[config.mk]
export PLATFORM = sky130hd
export DESIGN_NAME = softmax_row_engine
export DESIGN_NICKNAME = d
export VERILOG_FILES = /design/src/rtl/sre_pkg.sv /design/src/rtl/softmax_row_engine.sv
export SDC_FILE = /design/constraint.sdc
export NUM_CORES = 2
export LEC_CHECK = 0
export ABC_AREA = 1
export BUFFER_PORTS_ARGS = -buffer_cell sky130_fd_sc_hd__buf_4
export CAP_MARGIN = 30
export CORE_MARGIN = 2
export CORE_UTILIZATION = 35
export DETAILED_ROUTE_END_ITERATION = 6
export PLACE_DENSITY = 0.56
export SYNTH_ARGS = -nofsm -noshare
export SYNTH_HDL_FRONTEND = slang
export SYNTH_SLANG_ARGS = --single-unit
[constraint.sdc]
create_clock -name clk -period 14.6 [get_ports clk]
set_input_delay 0.73 -clock clk [delete_from_list [all_inputs] [get_ports clk]]
set_output_delay 0.73 -clock clk [all_outputs]
set_load 0.03 [all_outputs]
[src/rtl/sre_pkg.sv]
// Shared types, widths and constants of the softmax row engine.
`default_nettype none

package sre_pkg;

	localparam int MAX_ROW_DEF = 64;
	localparam int CFG_W       = 7;
	localparam int SCORE_W     = 16;
	localparam int PROB_W      = 16;
	localparam int EXP_W       = 17;
	localparam int SUM_W       = 23;
	localparam int DIV_STEPS   = 17;

	localparam logic [CFG_W-1:0]   ROW_LENGTH_RST = 7'd64;
	localparam logic [SCORE_W-1:0] SCORE_MIN      = 16'h8000;
	localparam logic [16:0]        LOG2E_Q16      = 17'd94548;
	localparam logic [16:0]        ROUND_Q16      = 17'd32768;
	localparam logic [EXP_W-1:0]   EXP_ONE        = 17'h10000;
	localparam logic [8:0]         K_FLUSH        = 9'd16;
	localparam logic [PROB_W-1:0]  PROB_SAT       = 16'hFFFF;

	typedef enum logic [3:0] {
		S_IDLE,
		S_READ,
		S_DIFF,
		S_LOG,
		S_FRAC,
		S_EXP,
		S_ERD,
		S_DLOAD,
		S_DIV,
		S_EMIT
	} state_t;

	function automatic logic [15:0] frac_factor(input logic [2:0] idx);
		logic [15:0] f;
		unique case (idx)
			3'd0: f = 16'd46341;
			3'd1: f = 16'd55109;
			3'd2: f = 16'd60097;
			3'd3: f = 16'd62757;
			3'd4: f = 16'd64132;
			3'd5: f = 16'd64830;
			3'd6: f = 16'd65182;
			3'd7: f = 16'd65359;
			default: f = 16'd65359;
		endcase
		return f;
	endfunction

endpackage

`default_nettype wire

[src/rtl/softmax_row_engine.sv]
// Row softmax engine: row store, exp pass, division pass and output register.
//
// Usage: scores (signed Q8.8) enter one per request on the in channel
// (in_valid/in_ready). After row_length scores the engine emits one
// probability (unsigned Q0.16) per score, in arrival order, on the out
// channel (out_valid/out_ready), with row_end high on the last one.
// The row_length register is written through the cfg channel; 0 acts as 1
// and values above MAX_ROW act as MAX_ROW.
// A score is taken whenever the engine is idle. On the last score of a
// row of N scores the engine runs an exp pass (per score: row memory read,
// difference, log2 scaling, eight mantissa steps, exp memory write) and
// then a division pass (per score: exp memory read, numerator load,
// 17-step restoring divider, output load).
// The next row is taken as soon as the last probability sits in the output
// register. A stalled receiver holds the divider pass at the output load.
// Reset empties the row, sets the maximum to the most negative score and
// row_length to 64; the row memory needs no clearing.
`default_nettype none

module softmax_row_engine
	import sre_pkg::*;
#(
	parameter int MAX_ROW = MAX_ROW_DEF
) (
	input  wire logic                 clk,
	input  wire logic                 arst_n,
	input  wire logic                 cfg_valid,
	output logic                      cfg_ready,
	input  wire logic [CFG_W-1:0]     row_length,
	input  wire logic                 in_valid,
	output logic                      in_ready,
	input  wire logic signed [SCORE_W-1:0] score,
	output logic                      out_valid,
	input  wire logic                 out_ready,
	output logic [PROB_W-1:0]         probability,
	output logic                      row_end
);

	localparam int IDX_W = (MAX_ROW > 1) ? $clog2(MAX_ROW) : 1;
	localparam int CNT_W = $clog2(MAX_ROW + 1);

	state_t state_q, state_d;

	logic [CFG_W-1:0]          row_length_q;
	logic [CNT_W-1:0]          count_q;
	logic signed [SCORE_W-1:0] row_max_q;
	logic [SUM_W-1:0]          exp_sum_q;
	logic [IDX_W-1:0]          idx_q;

	logic [SCORE_W-1:0] row_mem [MAX_ROW];
	logic [EXP_W-1:0]   exp_mem [MAX_ROW];
	logic [SCORE_W-1:0] row_rdata_q;
	logic [EXP_W-1:0]   exp_rdata_q;

	logic [SCORE_W-1:0] n_q;
	logic [8:0]         k_q;
	logic [7:0]         f_q;
	logic [EXP_W-1:0]   m_q;
	logic [2:0]         bit_q;
	logic [SUM_W-1:0]   rem_q;
	logic [DIV_STEPS-1:0] dq_q;
	logic [4:0]         div_cnt_q;

	logic               out_valid_q;
	logic [PROB_W-1:0]  probability_q;
	logic               row_end_q;

	logic [CNT_W-1:0] len_eff;
	logic [CNT_W-1:0] count_inc;
	logic             row_done;
	logic             take;
	logic             last_elem;
	logic             out_load;
	logic             frac_done;
	logic             div_done;

	logic [33:0]      t_prod;
	logic [33:0]      m_prod;
	logic [EXP_W-1:0] m_next;
	logic [EXP_W-1:0] e_val;
	logic [32:0]      num;
	logic [SUM_W:0]   trial;
	logic [SUM_W:0]   trial_sub;
	logic             trial_ge;

	always_comb begin
		if (row_length_q == '0) begin
			len_eff = CNT_W'(1);
		end else if (row_length_q > CFG_W'(MAX_ROW)) begin
			len_eff = CNT_W'(MAX_ROW);
		end else begin
			len_eff = row_length_q[CNT_W-1:0];
		end
	end

	assign count_inc = count_q + CNT_W'(1);
	assign row_done  = count_inc >= len_eff;
	assign last_elem = (CNT_W'(idx_q) + CNT_W'(1)) == count_q;
	assign frac_done = bit_q == 3'd7;
	assign div_done  = div_cnt_q == 5'(DIV_STEPS - 1);

	assign t_prod = 34'(n_q) * 34'(LOG2E_Q16) + 34'(ROUND_Q16);
	assign m_prod = 34'(m_q) * 34'(frac_factor(bit_q)) + 34'(ROUND_Q16);
	assign m_next = f_q[7] ? m_prod[32:16] : m_q;
	assign e_val  = (k_q > K_FLUSH) ? '0 : (m_q >> k_q[4:0]);
	assign num    = {exp_rdata_q, 16'b0} + 33'(exp_sum_q >> 1);
	assign trial     = {rem_q, dq_q[DIV_STEPS-1]};
	assign trial_ge  = trial >= {1'b0, exp_sum_q};
	assign trial_sub = trial - {1'b0, exp_sum_q};

	always_comb begin
		in_ready  = state_q == S_IDLE;
		cfg_ready = 1'b1;
		take      = in_valid && in_ready;
		out_load  = (state_q == S_EMIT) && (!out_valid_q || out_ready);
	end

	always_comb begin
		state_d = state_q;
		unique case (state_q)
			S_IDLE:  if (take && row_done) state_d = S_READ;
			S_READ:  state_d = S_DIFF;
			S_DIFF:  state_d = S_LOG;
			S_LOG:   state_d = S_FRAC;
			S_FRAC:  if (frac_done) state_d = S_EXP;
			S_EXP:   state_d = last_elem ? S_ERD : S_READ;
			S_ERD:   state_d = S_DLOAD;
			S_DLOAD: state_d = S_DIV;
			S_DIV:   if (div_done) state_d = S_EMIT;
			S_EMIT:  if (out_load) state_d = last_elem ? S_IDLE : S_ERD;
			default: state_d = S_IDLE;
		endcase
	end

	always_ff @(posedge clk or negedge arst_n) begin
		if (!arst_n) begin
			state_q <= S_IDLE;
		end else begin
			state_q <= state_d;
		end
	end

	always_ff @(posedge clk) begin
		if (take) begin
			row_mem[count_q[IDX_W-1:0]] <= score;
		end
		row_rdata_q <= row_mem[idx_q];
	end

	always_ff @(posedge clk) begin
		if (state_q == S_EXP) begin
			exp_mem[idx_q] <= e_val;
		end
		exp_rdata_q <= exp_mem[idx_q];
	end

	always_ff @(posedge clk or negedge arst_n) begin
		if (!arst_n) begin
			row_length_q <= ROW_LENGTH_RST;
			count_q      <= '0;
			row_max_q    <= SCORE_MIN;
			exp_sum_q    <= '0;
			idx_q        <= '0;
			out_valid_q  <= 1'b0;
		end else begin
			if (cfg_valid && cfg_ready) begin
				row_length_q <= row_length;
			end
			if (take) begin
				count_q <= count_inc;
				if (score > row_max_q) begin
					row_max_q <= score;
				end
				if (row_done) begin
					exp_sum_q <= '0;
					idx_q     <= '0;
				end
			end
			if (state_q == S_EXP) begin
				exp_sum_q <= exp_sum_q + SUM_W'(e_val);
				idx_q     <= last_elem ? '0 : idx_q + IDX_W'(1);
			end
			if (out_load) begin
				if (last_elem) begin
					count_q   <= '0;
					row_max_q <= SCORE_MIN;
					idx_q     <= '0;
				end else begin
					idx_q <= idx_q + IDX_W'(1);
				end
			end
			if (out_load) begin
				out_valid_q <= 1'b1;
			end else if (out_ready) begin
				out_valid_q <= 1'b0;
			end
		end
	end

	always_ff @(posedge clk) begin
		unique case (state_q)
			S_DIFF: begin
				n_q <= SCORE_W'(row_max_q - $signed(row_rdata_q));
			end
			S_LOG: begin
				k_q   <= t_prod[32:24];
				f_q   <= t_prod[23:16];
				m_q   <= EXP_ONE;
				bit_q <= '0;
			end
			S_FRAC: begin
				m_q   <= m_next;
				f_q   <= {f_q[6:0], 1'b0};
				bit_q <= bit_q + 3'd1;
			end
			S_DLOAD: begin
				rem_q     <= SUM_W'(num[32:17]);
				dq_q      <= num[16:0];
				div_cnt_q <= '0;
			end
			S_DIV: begin
				rem_q     <= trial_ge ? trial_sub[SUM_W-1:0] : trial[SUM_W-1:0];
				dq_q      <= {dq_q[DIV_STEPS-2:0], trial_ge};
				div_cnt_q <= div_cnt_q + 5'd1;
			end
			default: begin
			end
		endcase
		if (out_load) begin
			probability_q <= dq_q[DIV_STEPS-1] ? PROB_SAT : dq_q[PROB_W-1:0];
			row_end_q     <= last_elem;
		end
	end

	assign out_valid   = out_valid_q;
	assign probability = probability_q;
	assign row_end     = row_end_q;

	a_sum_nonzero: assert property (@(posedge clk) disable iff (!arst_n)
		state_q == S_DLOAD |-> exp_sum_q >= SUM_W'(EXP_ONE))
		else $error("exp sum below one at division start");

	a_quot_bound: assert property (@(posedge clk) disable iff (!arst_n)
		state_q == S_EMIT |-> dq_q <= EXP_ONE)
		else $error("quotient above one");

	a_mant_bound: assert property (@(posedge clk) disable iff (!arst_n)
		state_q == S_FRAC |-> m_q <= EXP_ONE)
		else $error("mantissa above one");

	a_count_room: assert property (@(posedge clk) disable iff (!arst_n)
		state_q == S_IDLE |-> count_q < CNT_W'(MAX_ROW))
		else $error("row store overrun");

	a_row_end_idle: assert property (@(posedge clk) disable iff (!arst_n)
		out_load && last_elem |=> state_q == S_IDLE && count_q == '0)
		else $error("row not closed after last result");

endmodule

`default_nettype wire

==> flow_summary.json <==
{
  "outcome": "complete, no violations",
  "period_share": 0.431,
  "synth-edff-count": 2227,
  "crit_type": "flop to flop",
  "async_flop_share": 0.0274,
  "start_util": 0.351,
  "multiInputGateArea_um2": 32000,
  "cts_buffers": 239,
  "finalMaxSlewViolations": 0,
  "setup_viol": 0,
  "worstPathMaxFanout": 16,
  "drt_iter0_drc": 6986,
  "antenna_found_initial": 13,
  "netlist_area_um2": 106000,
  "synth_cell_types": 56,
  "rows": 202,
  "cts.sinks": 2337,
  "reg2reg_setup_slack_ps": 8310,
  "ys_seq_elements": 2337,
  "drv_cap": 0,
  "drive_gt1_frac": 0.0790,
  "cts_tree": "built",
  "dp_hpwl_mm": 197,
  "required_ps": 15230,
  "synthToLayoutAreaGrowth_pct": 13.2,
  "drt.antenna.violating_nets": 0,
  "clock_path_buffers": 4,
  "die_h_um": 555,
  "syn_nets": 9446,
  "num_vias": 69307,
  "postSynthCellCount": 8794,
  "grt_usage": 0.203,
  "firstDrtPassIters": 6,
  "drc": 0,
  "fillCellCount": 28273,
  "die_w_um": 555,
  "insertion_delay_ps": 920,
  "finalSetupTns_ps": 0,
  "fin_crit_ps": 6290,
  "min_path_type": "input pin to flop",
  "cts_resized": 0,
  "tightest_slew_ps": 1160,
  "design.core.area_um2": 303000,
  "die_area_um2": 308000,
  "max_freq_mhz": 159,
  "nets": 9625,
  "clk_transition_reported_paths_ps": 60,
  "avgSynthCellArea_um2": 12.1,
  "via_per_inst": 5.27,
  "io_buffers": 46,
  "end_kind": "flop",
  "grt_start_max_net_pins": 114,
  "grt_pass1_wl_mm": 464,
  "startpoint_type": "flop",
  "synth_ff_type": "edfxtp_1",
  "cp.arrival_ps": 6920,
  "htreeDepth": 4,
  "wl_mm": 318,
  "wl_per_cell_um": 24.2,
  "ys_warn_count": 0,
  "finalClockSkew_ps": 71.5,
  "grt-ovfl-total": 0,
  "seq_area_frac_synth": 0.653,
  "cts_root_buffer": "clkbuf_16",
  "gp_congestion": 0.894,
  "rsz0062_at_grt": "no",
  "hold_viol": 0,
  "ios": 48,
  "grt_pass1_vias": 68381,
  "relSlewSlack": 0.227,
  "regArea_um2": 69400
}
through the flow:
| stage | cells | hold slack, ps | worst slack (ps) | instance area, um^2 | util |
|---|---|---|---|---|---|
| after floorplan | 8794 | 434 | 9020 | 106000 | - |
| after global placement | 12678 | 501 | 8300 | 112000 | 0.371 |
| after global routing | 13148 | 59.8 | 7930 | 120000 | 0.398 |
| after CTS | 13147 | 16.5 | 8330 | 120000 | 0.398 |
| final | 13151 | 67.2 | 8310 | 120000 | 0.398 |
| after detailed placement | 12707 | 505 | 8340 | 113000 | 0.373 |
path summary, 6_finish.rpt:
check,to,cells after the start,startpoint
min reg2reg,probability[3],2,dq_q[3]
min in group asynchronous,row_max_q[14],2,arst_n
max reg2reg,m_q[16],20,m_q[12]
min,row_length_q[2],3,row_length[2]
max,m_q[16],20,m_q[12]
max in group asynchronous,row_length_q[2],3,arst_n
metal layers:
metal | global-route usage | routed length [um]
met3 | 0.0277 | 24000
met1 | 0.286 | 138000
met5 | 0 | 53
met2 | 0.327 | 147000
met4 | 0.0550 | 8700
kinds of logic (layout without fill, tap and decap cells):
kind of cell	count (synthesis)	in the layout	share of synthesized area
mux	5	5	0.000518
xor+xnor	60	60	0.00494
simple gates	3202	3202	0.123
compound gates	1191	1191	0.0758
other cells	1	4	0.0000353
fa+ha+maj	624	624	0.0931
flops	2337	2337	0.653
buf+inv	1374	1750	0.0499
worst max-delay path, cell delays in order (launching register included):
cell	delay, ps
edfxtp_1	860
nand2_1	250
fa_1	590
inv_1	60
fa_1	530
inv_1	50
fa_1	510
inv_1	60
fa_1	500
fa_1	510
inv_1	60
fa_1	470
inv_1	40
ha_1	300
a21oi_1	190
a21boi_0	410
nand2_1	210
nand3_1	120
nand2_1	70
a21oi_1	130
o21ai_0	110
cells in the final DEF (no fill, tap or decap), drive strengths merged, types with 8 or more instances in the layout:
cell	count
clkinvlp	13
a211oi	8
a31oi	13
nand3b	11
ha	345
a21oi	201
a21o	13
dfrtp	62
o21a	9
a22oi	277
buf	269
o21bai	12
o211ai	24
xor2	36
bufinv	18
o31ai	29
dfxtp	46
and3	48
o2111ai	34
nor3	38
xnor2	24
o22ai	16
inv	1039
a22o	80
clkbuf	303
fa	279
o21ai	285
a21boi	8
nor2	452
a221oi	168
clkinv	106
edfxtp	2227
nand3	188
nand4	213
nand2	2235
final cells by class:
| type | count | area share |
|---|---|---|
| Antenna cell | 3 | 0.0000624 |
| Clock buffer | 302 | 0.0526 |
| Clock inverter | 136 | 0.0103 |
| Inverter | 1040 | 0.0328 |
| Multi-Input combinational cell | 5083 | 0.266 |
| Sequential cell | 2337 | 0.577 |
| Tap cell | 3978 | 0.0414 |
| Timing Repair Buffer | 272 | 0.0200 |
synth_stat cells, types with 13 or more instances:
master     count  area, um^2
nor3_1        37         185
a22oi_1      277        2080
buf_2        114         571
fa_1         279        5590
nand2_1     2235        8390
o22ai_1       16         100
dfrtp_1       62        1550
o21ai_0      280        1400
nand4_1      213        1330
a21o_1        13        97.6
o31ai_1       29         218
dfxtp_1       46         921
xnor2_1       24         210
nand3_1      185         926
edfxtp_1    2227       66900
o2111ai_1     34         298
xor2_1        36         315
inv_1       1026        3850
a31oi_1       13        81.3
a221oi_1     168        1470
nor2_1       447        1680
and3_1        48         300
a22o_1        80         701
o211ai_1      24         180
ha_1         345        4320
buf_1         29         109
clkbuf_1     188         706
a21oi_1      201        1010
timing repair:
item | in CTS | in global routing
hold endpoints to repair | 15 | 0
hold buffers | 2 | 0
buffers inserted | 0 | 0
sequential cells by signal, indices dropped and copies added (netlist names), named ones only:
| name | cells |
|---|---|
| probability | 16 |
| m_q | 17 |
| row_rdata_q | 16 |
| row_max_q | 16 |
| dq_q | 17 |
| k_q | 9 |
| exp_mem | 1088 |
| exp_rdata_q | 17 |
| rem_q | 23 |
| idx_q | 6 |
| row_length_q | 7 |
| count_q | 7 |
| row_end | 1 |
| div_cnt_q | 5 |
| exp_sum_q | 23 |
| bit_q | 3 |
| state_q | 4 |
| n_q | 16 |
| f_q | 8 |
| out_valid | 1 |
| row_mem | 1024 |
Power is not shown: default switching activity piles up to over one toggle a cycle in this logic, so the estimate is an artifact.
